--- config.mk ---
export PLATFORM = sky130hd
export DESIGN_NAME = lif_neuron_array_8x8_flat
export DESIGN_NICKNAME = d
export VERILOG_FILES = /design/src/rtl/lif_pkg.sv /design/src/rtl/lif_if.sv /design/src/rtl/lif_ctrl.sv /design/src/rtl/lif_dp.sv /design/src/rtl/lif_neuron_array_8x8.sv /design/src/flat_wrapper.sv
export SDC_FILE = /design/constraint.sdc
export NUM_CORES = 2
export LEC_CHECK = 0
export BUFFER_PORTS_ARGS = -buffer_cell sky130_fd_sc_hd__buf_2
export CAP_MARGIN = 20
export CORE_MARGIN = 3
export CORE_UTILIZATION = 40
export CTS_BUF_LIST = sky130_fd_sc_hd__clkbuf_8 sky130_fd_sc_hd__clkbuf_16
export CTS_CLUSTER_DIAMETER = 120
export DETAILED_ROUTE_END_ITERATION = 10
export PLACE_DENSITY = 0.56
export SETUP_SLACK_MARGIN = 0.3
export SYNTH_ARGS = -nofsm -noshare
export SYNTH_HDL_FRONTEND = slang
export SYNTH_SLANG_ARGS = --single-unit
--- constraint.sdc ---
create_clock -name clock -period 26.6 [get_ports clock]
set_input_delay 7.98 -clock clock [delete_from_list [all_inputs] [get_ports clock]]
set_output_delay 7.98 -clock clock [all_outputs]
set_load 0.01 [all_outputs]
--- src/rtl/lif_pkg.sv ---
// Package for the LIF neuron array: widths, register indexes, states.
// No dependencies.
`timescale 1ns / 1ps
package lif_pkg;
   localparam int NEURON_COUNT_DEF = 8;
   localparam int INPUT_COUNT_DEF  = 8;
   localparam int MAX_PENDING_DEF  = 4;
   localparam int TIMER_BITS_DEF   = 16;
   localparam int CSR_IDX_W  = 3;
   localparam int CSR_DATA_W = 24;

   localparam logic [CSR_IDX_W-1:0] REG_THRESHOLD  = 3'd0;
   localparam logic [CSR_IDX_W-1:0] REG_REST       = 3'd1;
   localparam logic [CSR_IDX_W-1:0] REG_LEAK       = 3'd2;
   localparam logic [CSR_IDX_W-1:0] REG_REFRACTORY = 3'd3;
   localparam logic [CSR_IDX_W-1:0] REG_DELAY      = 3'd4;
   localparam logic [CSR_IDX_W-1:0] REG_PULSE      = 3'd5;
   localparam logic [CSR_IDX_W-1:0] REG_CONNECTED  = 3'd6;

   typedef enum logic [1:0] {ST_IDLE, ST_RUN, ST_OUT} state_type;

   typedef struct packed {
      logic start_tick;
      logic step;
      logic finish;
   } cmd_type;
endpackage

--- src/rtl/lif_if.sv ---
// Valid/ready channel interfaces for requests and responses.
// No dependencies.
`timescale 1ns / 1ps
interface lif_req_if;
   logic               valid;
   logic               ready;
   logic               req_type;
   logic [7:0]         level_mask;
   logic               fire_button;
   logic [2:0]         weight_source;
   logic [2:0]         weight_target;
   logic signed [23:0] weight_value;
   modport source (output valid, req_type, level_mask, fire_button, weight_source,
                   weight_target, weight_value, input ready);
   modport sink   (input valid, req_type, level_mask, fire_button, weight_source,
                   weight_target, weight_value, output ready);
endinterface

interface lif_rsp_if;
   logic       valid;
   logic       ready;
   logic [7:0] pulse_mask;
   logic [7:0] drop_mask;
   modport source (output valid, pulse_mask, drop_mask, input ready);
   modport sink   (input valid, pulse_mask, drop_mask, output ready);
endinterface

--- src/rtl/lif_ctrl.sv ---
// Sequencer: steps through the neurons one per cycle for each tick.
// Depends on lif_pkg.
`timescale 1ns / 1ps
module lif_ctrl import lif_pkg::*; #(
   parameter int NEURON_COUNT = NEURON_COUNT_DEF
) (
   input  logic    clock,
   input  logic    reset,
   input  logic    req_valid,
   input  logic    req_is_write,
   output logic    req_ready,
   output logic    rsp_valid,
   input  logic    rsp_ready,
   output cmd_type cmd,
   output logic    write_en,
   output logic [$clog2(NEURON_COUNT+1)-1:0] idx
);
   localparam int IW = $clog2(NEURON_COUNT+1);
   state_type state_ff, state_in;
   logic [IW-1:0] idx_ff, idx_in;

   always_ff @(posedge clock) begin
      if (reset) begin
         state_ff <= ST_IDLE;
         idx_ff   <= '0;
      end else begin
         state_ff <= state_in;
         idx_ff   <= idx_in;
      end
   end

   always_comb begin
      state_in = state_ff;
      idx_in = idx_ff;
      cmd = '0;
      write_en = 1'b0;
      req_ready = 1'b0;
      rsp_valid = 1'b0;
      unique case (state_ff)
         ST_IDLE: begin
            req_ready = 1'b1;
            if (req_valid) begin
               if (req_is_write) begin
                  write_en = 1'b1;
                  state_in = ST_OUT;
               end else begin
                  cmd.start_tick = 1'b1;
                  idx_in = '0;
                  state_in = ST_RUN;
               end
            end
         end
         ST_RUN: begin
            cmd.step = 1'b1;
            idx_in = idx_ff + 1'b1;
            if (idx_ff == IW'(NEURON_COUNT-1)) begin
               cmd.finish = 1'b1;
               state_in = ST_OUT;
            end
         end
         ST_OUT: begin
            rsp_valid = 1'b1;
            if (rsp_ready) state_in = ST_IDLE;
         end
         default: state_in = ST_IDLE;
      endcase
   end
   assign idx = idx_ff;
endmodule

--- src/rtl/lif_dp.sv ---
// Datapath: neuron state, delay queues, weight table and response register.
// Depends on lif_pkg.
`timescale 1ns / 1ps
module lif_dp import lif_pkg::*; #(
   parameter int NEURON_COUNT = NEURON_COUNT_DEF,
   parameter int INPUT_COUNT  = INPUT_COUNT_DEF,
   parameter int MAX_PENDING  = MAX_PENDING_DEF,
   parameter int TIMER_BITS   = TIMER_BITS_DEF
) (
   input  logic               clock,
   input  logic               reset,
   input  cmd_type            cmd,
   input  logic               write_en,
   input  logic [$clog2(NEURON_COUNT+1)-1:0] idx,
   input  logic [7:0]         level_mask,
   input  logic               fire_button,
   input  logic [2:0]         weight_source,
   input  logic [2:0]         weight_target,
   input  logic signed [23:0] weight_value,
   input  logic               csr_write_en,
   input  logic [CSR_IDX_W-1:0]  csr_index,
   input  logic [CSR_DATA_W-1:0] csr_write_data,
   output logic [7:0]         pulse_mask,
   output logic [7:0]         drop_mask
);
   localparam int NI = (NEURON_COUNT > 1) ? $clog2(NEURON_COUNT) : 1;
   localparam int II = (INPUT_COUNT > 1) ? $clog2(INPUT_COUNT) : 1;
   localparam int IP = 1 << II;
   localparam logic [TIMER_BITS-1:0] TMAX = {TIMER_BITS{1'b1}};

   logic signed [23:0] thr_ff, rest_ff;
   logic [22:0] leak_ff;
   logic [15:0] refr_ff, dly_ff;
   logic [7:0]  plen_ff, conn_ff;

   logic signed [31:0] mem_ff [NEURON_COUNT];
   logic [TIMER_BITS-1:0] refc_ff [NEURON_COUNT];
   logic [MAX_PENDING-1:0] pv_ff [NEURON_COUNT];
   logic [TIMER_BITS-1:0] pc_ff [NEURON_COUNT][MAX_PENDING];
   logic [7:0] prem_ff [NEURON_COUNT];
   logic [INPUT_COUNT-1:0] risen_ff, spk_ff;
   logic button_ff, fire_ff;
   logic [NEURON_COUNT-1:0] last_ff, pulses_ff, drops_ff;
   logic [INPUT_COUNT-1:0] wv_ff [NEURON_COUNT];
   logic [INPUT_COUNT-1:0][23:0] w_mem [NEURON_COUNT];
   logic [INPUT_COUNT-1:0][23:0] w_row_ff;
   logic [INPUT_COUNT-1:0] wv_row_ff;
   logic [7:0] pm_ff, dm_ff;

   logic [TIMER_BITS-1:0] refr_sat, dly_sat;
   assign refr_sat = (TIMER_BITS < 16 && (refr_ff >> TIMER_BITS) != 0) ? TMAX
                     : TIMER_BITS'(refr_ff);
   assign dly_sat  = (TIMER_BITS < 16 && (dly_ff >> TIMER_BITS) != 0) ? TMAX
                     : TIMER_BITS'(dly_ff);

   logic [NI-1:0] h;
   assign h = NI'(idx);

   always_ff @(posedge clock) begin
      if (reset) begin
         thr_ff <= 24'sd65536; rest_ff <= '0; leak_ff <= '0;
         refr_ff <= '0; dly_ff <= '0; plen_ff <= 8'd48; conn_ff <= '0;
      end else if (csr_write_en) begin
         unique case (csr_index)
            REG_THRESHOLD:  thr_ff  <= csr_write_data;
            REG_REST:       rest_ff <= csr_write_data;
            REG_LEAK:       leak_ff <= csr_write_data[22:0];
            REG_REFRACTORY: refr_ff <= csr_write_data[15:0];
            REG_DELAY:      dly_ff  <= csr_write_data[15:0];
            REG_PULSE:      plen_ff <= csr_write_data[7:0];
            REG_CONNECTED:  conn_ff <= csr_write_data[7:0];
            default: ;
         endcase
      end
   end

   // per-input level decode
   logic [INPUT_COUNT-1:0] lvl;
   always_comb begin
      for (int i = 0; i < INPUT_COUNT; i++) begin
         if (i < 8 && conn_ff[i % 8]) lvl[i] = level_mask[i % 8];
         else if (i < NEURON_COUNT)   lvl[i] = last_ff[i % NEURON_COUNT];
         else                         lvl[i] = 1'b0;
      end
   end

   // weight row of the next neuron, one read a cycle
   logic [NI-1:0] raddr;
   always_comb begin
      raddr = '0;
      if (cmd.step && 32'(idx) + 1 < NEURON_COUNT) raddr = NI'(idx + 1'b1);
   end

   always_ff @(posedge clock) begin
      if (write_en && 32'(weight_source) < INPUT_COUNT
          && 32'(weight_target) < NEURON_COUNT)
         w_mem[NI'(weight_target)][II'(weight_source)] <= weight_value;
      w_row_ff <= w_mem[raddr];
   end

   // adder tree over the spiking inputs
   logic signed [35:0] wt [2*IP];
   always_comb begin
      wt[0] = '0;
      for (int i = 0; i < IP; i++)
         wt[IP+i] = (i < INPUT_COUNT && spk_ff[i] && wv_row_ff[i])
                    ? 36'($signed(w_row_ff[i])) : '0;
      for (int n = IP - 1; n >= 1; n--) wt[n] = wt[2*n] + wt[2*n+1];
   end

   // one neuron per step
   logic [MAX_PENDING-1:0] pv_n;
   logic [TIMER_BITS-1:0]  pc_n [MAX_PENDING];
   logic [7:0] prem_n;
   logic pulse_bit, drop_bit, pushed;
   logic [TIMER_BITS-1:0] refc_n;
   logic signed [31:0] mem_n;
   logic signed [35:0] acc;
   always_comb begin
      pv_n = pv_ff[h];
      for (int k = 0; k < MAX_PENDING; k++) pc_n[k] = pc_ff[h][k];
      mem_n = mem_ff[h];
      refc_n = refc_ff[h];
      prem_n = prem_ff[h];
      drop_bit = 1'b0;
      pushed = 1'b0;
      // manual fire queues its entry ahead of the countdown
      if (fire_ff) begin
         mem_n = 32'(rest_ff);
         refc_n = refr_sat;
         for (int k = 0; k < MAX_PENDING; k++)
            if (!pushed && !pv_n[k]) begin
               pv_n[k] = 1'b1; pc_n[k] = dly_sat; pushed = 1'b1;
            end
         if (!pushed) drop_bit = 1'b1;
      end
      for (int k = 0; k < MAX_PENDING; k++) begin
         if (pv_n[k]) begin
            if (pc_n[k] <= TIMER_BITS'(1)) begin
               pv_n[k] = 1'b0;
               if (prem_n < plen_ff) prem_n = plen_ff;
            end else pc_n[k] = pc_n[k] - 1'b1;
         end
      end
      pulse_bit = prem_n != 0;
      if (pulse_bit) prem_n = prem_n - 1'b1;
      acc = 36'(mem_n) + wt[1] - $signed({13'b0, leak_ff});
      pushed = 1'b0;
      if (refc_n != 0) refc_n = refc_n - 1'b1;
      else begin
         if (acc > 36'sh07FFFFFFF) acc = 36'sh07FFFFFFF;
         if (acc < -36'sh080000000) acc = -36'sh080000000;
         if (acc < 36'(rest_ff)) acc = 36'(rest_ff);
         if (acc > 36'(thr_ff)) begin
            acc = 36'(rest_ff);
            refc_n = refr_sat;
            for (int k = 0; k < MAX_PENDING; k++)
               if (!pushed && !pv_n[k]) begin
                  pv_n[k] = 1'b1; pc_n[k] = dly_sat; pushed = 1'b1;
               end
            if (!pushed) drop_bit = 1'b1;
         end
         mem_n = acc[31:0];
      end
   end

   logic [NEURON_COUNT-1:0] pulses_nx, drops_nx;
   assign pulses_nx = pulses_ff | (NEURON_COUNT'(pulse_bit) << h);
   assign drops_nx  = drops_ff | (NEURON_COUNT'(drop_bit) << h);

   always_ff @(posedge clock) begin
      if (reset) begin
         risen_ff <= '0; button_ff <= 1'b0; last_ff <= '0; fire_ff <= 1'b0;
         for (int n = 0; n < NEURON_COUNT; n++) begin
            mem_ff[n] <= '0; refc_ff[n] <= '0; pv_ff[n] <= '0; prem_ff[n] <= '0;
            wv_ff[n] <= '0;
         end
      end else begin
         if (write_en && 32'(weight_source) < INPUT_COUNT
             && 32'(weight_target) < NEURON_COUNT)
            wv_ff[NI'(weight_target)][II'(weight_source)] <= 1'b1;
         wv_row_ff <= wv_ff[raddr];
         if (cmd.start_tick) begin
            spk_ff <= lvl & ~risen_ff;
            risen_ff <= lvl;
            fire_ff <= fire_button & ~button_ff;
            button_ff <= fire_button;
            pulses_ff <= '0;
            drops_ff <= '0;
         end
         if (cmd.step) begin
            mem_ff[h] <= mem_n;
            refc_ff[h] <= refc_n;
            prem_ff[h] <= prem_n;
            pv_ff[h] <= pv_n;
            for (int k = 0; k < MAX_PENDING; k++) pc_ff[h][k] <= pc_n[k];
            pulses_ff[h] <= pulse_bit;
            drops_ff[h] <= drop_bit;
         end
         if (cmd.finish) last_ff <= pulses_nx;
      end
   end

   assign pulse_mask = pm_ff;
   assign drop_mask  = dm_ff;
   always_ff @(posedge clock) begin
      if (write_en) begin
         pm_ff <= 8'(last_ff);
         dm_ff <= '0;
      end else if (cmd.finish) begin
         pm_ff <= 8'(pulses_nx);
         dm_ff <= 8'(drops_nx);
      end
   end
endmodule

--- src/rtl/lif_neuron_array_8x8.sv ---
// Top level of the LIF neuron array; joins sequencer and datapath.
// Depends on lif_pkg, lif_if, lif_ctrl, lif_dp.
//  channel | dir | beat
//  req     | in  | tick levels or weight write
//  rsp     | out | pulse and drop masks
//  csr     | in  | register write, no handshake
// A tick steps one neuron per cycle through the shared integrate unit. Reset
// is synchronous and clears neuron and CSR state, not weight RAM or rsp masks.
// A stalled rsp holds the block; req is taken again once rsp is taken.
`timescale 1ns / 1ps
module lif_neuron_array_8x8 import lif_pkg::*; #(
   parameter int NEURON_COUNT = NEURON_COUNT_DEF,
   parameter int INPUT_COUNT  = INPUT_COUNT_DEF,
   parameter int MAX_PENDING  = MAX_PENDING_DEF,
   parameter int TIMER_BITS   = TIMER_BITS_DEF
) (
   input logic clock,
   input logic reset,
   lif_req_if.sink req,
   lif_rsp_if.source rsp,
   input logic csr_write_en,
   input logic [CSR_IDX_W-1:0] csr_index,
   input logic [CSR_DATA_W-1:0] csr_write_data
);
   cmd_type cmd;
   logic wen;
   logic [$clog2(NEURON_COUNT+1)-1:0] idx;

   lif_ctrl #(.NEURON_COUNT(NEURON_COUNT)) u_ctrl (
      .clock, .reset, .req_valid(req.valid), .req_is_write(req.req_type),
      .req_ready(req.ready), .rsp_valid(rsp.valid), .rsp_ready(rsp.ready),
      .cmd, .write_en(wen), .idx);

   lif_dp #(.NEURON_COUNT(NEURON_COUNT), .INPUT_COUNT(INPUT_COUNT),
            .MAX_PENDING(MAX_PENDING), .TIMER_BITS(TIMER_BITS)) u_dp (
      .clock, .reset, .cmd, .write_en(wen), .idx,
      .level_mask(req.level_mask), .fire_button(req.fire_button),
      .weight_source(req.weight_source), .weight_target(req.weight_target),
      .weight_value(req.weight_value), .csr_write_en, .csr_index,
      .csr_write_data, .pulse_mask(rsp.pulse_mask), .drop_mask(rsp.drop_mask));
endmodule

--- src/flat_wrapper.sv ---
// flat-port wrapper written by rule: the top's interface ports become plain ports
module lif_neuron_array_8x8_flat import lif_pkg::*;
#(
   parameter int NEURON_COUNT = NEURON_COUNT_DEF,
   parameter int INPUT_COUNT  = INPUT_COUNT_DEF,
   parameter int MAX_PENDING  = MAX_PENDING_DEF,
   parameter int TIMER_BITS   = TIMER_BITS_DEF
)
  (clock, reset, csr_write_en, csr_index, csr_write_data, req_valid, req_req_type, req_level_mask, req_fire_button, req_weight_source, req_weight_target, req_weight_value, req_ready, rsp_valid, rsp_pulse_mask, rsp_drop_mask, rsp_ready);
  lif_req_if req_i ();
  lif_rsp_if rsp_i ();
  input logic clock;
  input logic reset;
  input logic csr_write_en;
  input logic [CSR_IDX_W-1:0] csr_index;
  input logic [CSR_DATA_W-1:0] csr_write_data;
  input wire logic [$bits(req_i.valid)-1:0] req_valid;
  input wire logic [$bits(req_i.req_type)-1:0] req_req_type;
  input wire logic [$bits(req_i.level_mask)-1:0] req_level_mask;
  input wire logic [$bits(req_i.fire_button)-1:0] req_fire_button;
  input wire logic [$bits(req_i.weight_source)-1:0] req_weight_source;
  input wire logic [$bits(req_i.weight_target)-1:0] req_weight_target;
  input wire logic [$bits(req_i.weight_value)-1:0] req_weight_value;
  output wire logic [$bits(req_i.ready)-1:0] req_ready;
  output wire logic [$bits(rsp_i.valid)-1:0] rsp_valid;
  output wire logic [$bits(rsp_i.pulse_mask)-1:0] rsp_pulse_mask;
  output wire logic [$bits(rsp_i.drop_mask)-1:0] rsp_drop_mask;
  input wire logic [$bits(rsp_i.ready)-1:0] rsp_ready;
  assign req_i.valid = req_valid;
  assign req_i.req_type = req_req_type;
  assign req_i.level_mask = req_level_mask;
  assign req_i.fire_button = req_fire_button;
  assign req_i.weight_source = req_weight_source;
  assign req_i.weight_target = req_weight_target;
  assign req_i.weight_value = req_weight_value;
  assign req_ready = req_i.ready;
  assign rsp_valid = rsp_i.valid;
  assign rsp_pulse_mask = rsp_i.pulse_mask;
  assign rsp_drop_mask = rsp_i.drop_mask;
  assign rsp_i.ready = rsp_ready;
  lif_neuron_array_8x8 #(.NEURON_COUNT(NEURON_COUNT), .INPUT_COUNT(INPUT_COUNT), .MAX_PENDING(MAX_PENDING), .TIMER_BITS(TIMER_BITS)) u_core (.clock(clock), .reset(reset), .req(req_i), .rsp(rsp_i), .csr_write_en(csr_write_en), .csr_index(csr_index), .csr_write_data(csr_write_data));
endmodule
==> summary.txt <==
Status
  – Outcome: completed

Yosys
  – Post-synth top area cell: edfxtp_1
  – Mapped Avg Cell Area: roughly 13 sq um
  – Async SR Flop Fraction: 0%
  – Synth Area in Compound Gates: 9.60%
  – Synth cell types: 107
  – Post-synthesis xor/xnor area fraction: 0.433%
  – Mapped Cells: 9616
  – Synth top cells by count: edfxtp_1 (2568), nand2_1 (1406), a21oi_1 (701), nor2_1 (551), nand3_1 (501)
  – #FFs+latches synth: approximately 3000
  – Share of the synthesized area in the top cell type: approximately 60%
  – Synth area leaders: edfxtp_1 (60%), dfxtp_1 (6.3%), mux4_2 (4.2%), nand2_1 (4.1%), fa_1 (3.1%)
  – Mux contribution to synthesized area: between 6 and 7%
  – Synth warn: 0
  – Mapped Area: 130000 sq um
  – Most frequent cell after synthesis: edfxtp_1
  – EDFF count, synth: 2568
  – Post-Syn Nets: approximately 10000
  – Seq/Total Area, Yosys: roughly 66%
  – Largest family of logic cells by synthesized area: simple AND/OR/NAND/NOR gates
  – Simple-gate share of the synthesized area: just over 10%
  – Adder-Cell Fraction of Synth Area: 4.53%
  – Dominant synthesized flop cell: edfxtp_1

Clock tree
  – Clk sinks: roughly 3000
  – Clk root buf: clkbuf_16
  – Cts bufs inserted: 324
  – Clock Pin Slew Worst Setup and Hold Paths: 60 ps
  – Clk Latency, worst-skew pair: 930 ps
  – TritonCTS clock tree: built
  – Number of gates resized after cts: 0
  – Longest Clk Path Bufs: 4
  – Post-CTS Setup Inserts: 0
  – Hold Buf Count CTS: 0
  – # H-tree levels: 5

Timing
  – Final Hold Slack: between 400 and 500 ps
  – Total negative slack: 0 ps
  – # setup viols final: 0
  – Crit path time final: 15600 ps
  – Rel. slew slack: around a fifth
  – Worst-margin pin slew: around 1200 ps
  – Max frequency: 64.1 MHz
  – Fin. max-slew vios: 0
  – RSZ-0062 raised after global routing: no
  – Skew final: 65.3 ps
  – Tcrit/Tclk final: 58.6%
  – Hold Vio Cnt, Final: 0

Die
  – Site Rows: 208
  – Core Region: 322000 sq um
  – I/O pin count: 90
  – Die ar.: 331000 sq um
  – Die Y: 575 um
  – Die X: 575 um
  – Initial Utilization: between 40% and 50%

Setup path
  – Worst setup EP type: register
  – Req. time, crit path: 27350 ps
  – Crit Path Max Fanout: 36
  – Setup Crit Path Kind: reg2reg
  – Critical-path top delay cell: or2_2
  – FF-to-FF path depth: 52
  – CP Data Arrival Time: 16340 ps
  – Worst stage delay on the critical path: approximately 850 ps
  – CP Launch Type: register

Detailed routing
  – Vias: 83000
  – Remaining DRCs: 0
  – Routed length per instance: 28.2 um
  – DRT iter0 DRCs: 9533
  – ANT nets after route: 0
  – Post-DR vias/cell: around 6
  – Initial DRT Pass Iterations: 8
  – Routed WL: about 400000 um

Job
  – Max Cap Viol: 0

Global routing
  – Global-route wire length before repair: 577000 um
  – Residual overflow from global routing: 0
  – Most Used Layer, Global Route: met2
  – Met3 global-route usage: 3.10%
  – Initial antenna violation count: 32
  – Number of global-route vias before repair: about 81000
  – Met2 Usage GRT: 38.6%
  – Grt met1 use: 32.7%
  – Largest net degree at the start of global routing: 176
  – Gr usage total: between 20% and 30%

Min path
  – Hold crit path type: reg2reg
  – Hold Path Depth: 2

Power and ir drop
  – Pleak: roughly 50 nW
  – Peak VDD IR: around 0.00017 V
  – Pwr Density: 101 nW/um^2

Finish
  – Share of the core filled with cells: 45.3%
  – Nets: 10000
  – Share of layout cells above drive strength 1: 15.4%
  – Filler cells: 28600
  – Area Overhead vs Synth: 12.5%

Placement
  – Post-DP HPWL: 242000 um
  – # port buffers: 89
  – Placer Congestion: roughly 0.94
==> registers in the layout (all words and copies together), names as in the netlist, 16 cells and up, named ones only <==
| name | count |
|---|---|
| u_core.u_dp.leak_ff | 23 |
| u_core.u_dp.w_row_ff | 192 |
| u_core.u_dp.pc_ff | 512 |
| u_core.u_dp.refr_ff | 16 |
| u_core.u_dp.mem_ff | 256 |
| u_core.u_dp.thr_ff | 24 |
| u_core.u_dp.prem_ff | 64 |
| u_core.u_dp.refc_ff | 128 |
| u_core.u_dp.dly_ff | 16 |
| u_core.u_dp.pv_ff | 32 |
| u_core.u_dp.rest_ff | 24 |
| u_core.u_dp.w_mem | 1536 |
| u_core.u_dp.wv_ff | 64 |
==> worst max-delay path, delay by kind of cell (launching register included) <==
| family | cells | cell delay (ps) |
|---|---|---|
| adder cells (fa/ha/maj) | 9 | 4060 |
| buffers and inverters | 7 | 870 |
| AO/OA/AOI/OAI | 23 | 5890 |
| AND/OR/NAND/NOR | 13 | 4220 |
| flip-flops | 1 | 330 |
==> kinds of logic (layout without fill, tap and decap cells) <==
logic type / after synthesis / after routing
mux: 502 / 502
compound gates: 1801 / 1801
flops: 2978 / 2978
simple gates: 3008 / 3008
other cells: 0 / 22
buf+inv: 916 / 1204
fa+ha+maj: 350 / 350
xor+xnor: 61 / 61
==> final timing paths <==
path                                                          endpoint                                from  slack [ps]
worst max-delay path            u_core.u_dp.mem_ff[6][1]$_SDFFCE_PN0P_  u_core.u_dp.wv_row_ff[0]$_DFFE_PN_       11000
worst max register to register  u_core.u_dp.mem_ff[6][1]$_SDFFCE_PN0P_  u_core.u_dp.wv_row_ff[0]$_DFFE_PN_       11000
worst min register to register      u_core.u_dp.button_ff$_SDFFE_PP0P_  u_core.u_dp.button_ff$_SDFFE_PP0P_         450
worst min-delay path                u_core.u_dp.button_ff$_SDFFE_PP0P_  u_core.u_dp.button_ff$_SDFFE_PP0P_         450
==> final cells by class <==
type / count / area [sq um] / area share [%]
Sequential cell: 2978 / 85300 / 58.6
Multi-Input combinational cell: 5722 / 40800 / 28.0
Clock buffer: 374 / 8860 / 6.08
Tap cell: 4305 / 5390 / 3.70
Timing Repair Buffer: 310 / 2290 / 1.57
Clock inverter: 229 / 1830 / 1.25
Inverter: 291 / 1120 / 0.770
Antenna cell: 22 / 55.1 / 0.0378
==> metal layers <==
metal / wire length [um] / up-vias
met4: 13600 / 8
met3: 28800 / 600
met2: 191000 / 3436
met5: 57 / -
met1: 167000 / 42600
li1: - / 36300
==> stage by stage <==
step	power (mW)	instance area, sq um	cells	setup slack (ps)
CTS	14.7	146000	14200	10690
global route	15.5	146000	14200	9920
detailed placement	10.2	135000	13600	10720
finish	14.7	146000	14200	11000
global placement	10.1	135000	13600	10710
floorplan	8.62	130000	9616	13060
==> cells in the final DEF (no fill, tap or decap), types with 44 or more instances in the layout <==
master | Yosys | routed
a21oi_1 | 701 | 701
o21a_1 | 49 | 49
and3_1 | 136 | 136
a31o_2 | 203 | 203
nand3_1 | 501 | 499
mux2_2 | 95 | 95
ha_1 | 151 | 151
nor3_1 | 145 | 142
mux2i_1 | 159 | 158
o221ai_1 | 401 | 401
mux4_2 | 239 | 239
and2_1 | 49 | 48
dfxtp_1 | 410 | 406
nand2_1 | 1406 | 1394
a21o_1 | 66 | 66
inv_1 | 290 | 377
nor2_2 | 1 | 70
clkbuf_16 | 0 | 330
fa_1 | 199 | 199
edfxtp_1 | 2568 | 2568
nor2_1 | 551 | 481
buf_2 | 54 | 88
buf_4 | 10 | 208
clkbuf_8 | 0 | 44
o21ai_0 | 160 | 158
==> power by group <==
group | total, mW | internal, mW | switching [mW] | leakage [nW]
Clock | 4.47 | 2.59 | 1.88 | 5.60
Combinational | 5.04 | 1.83 | 3.21 | 17.3
Sequential | 5.22 | 5.15 | 0.0617 | 27.2
Note: power is estimated with default switching activity, not from simulation.
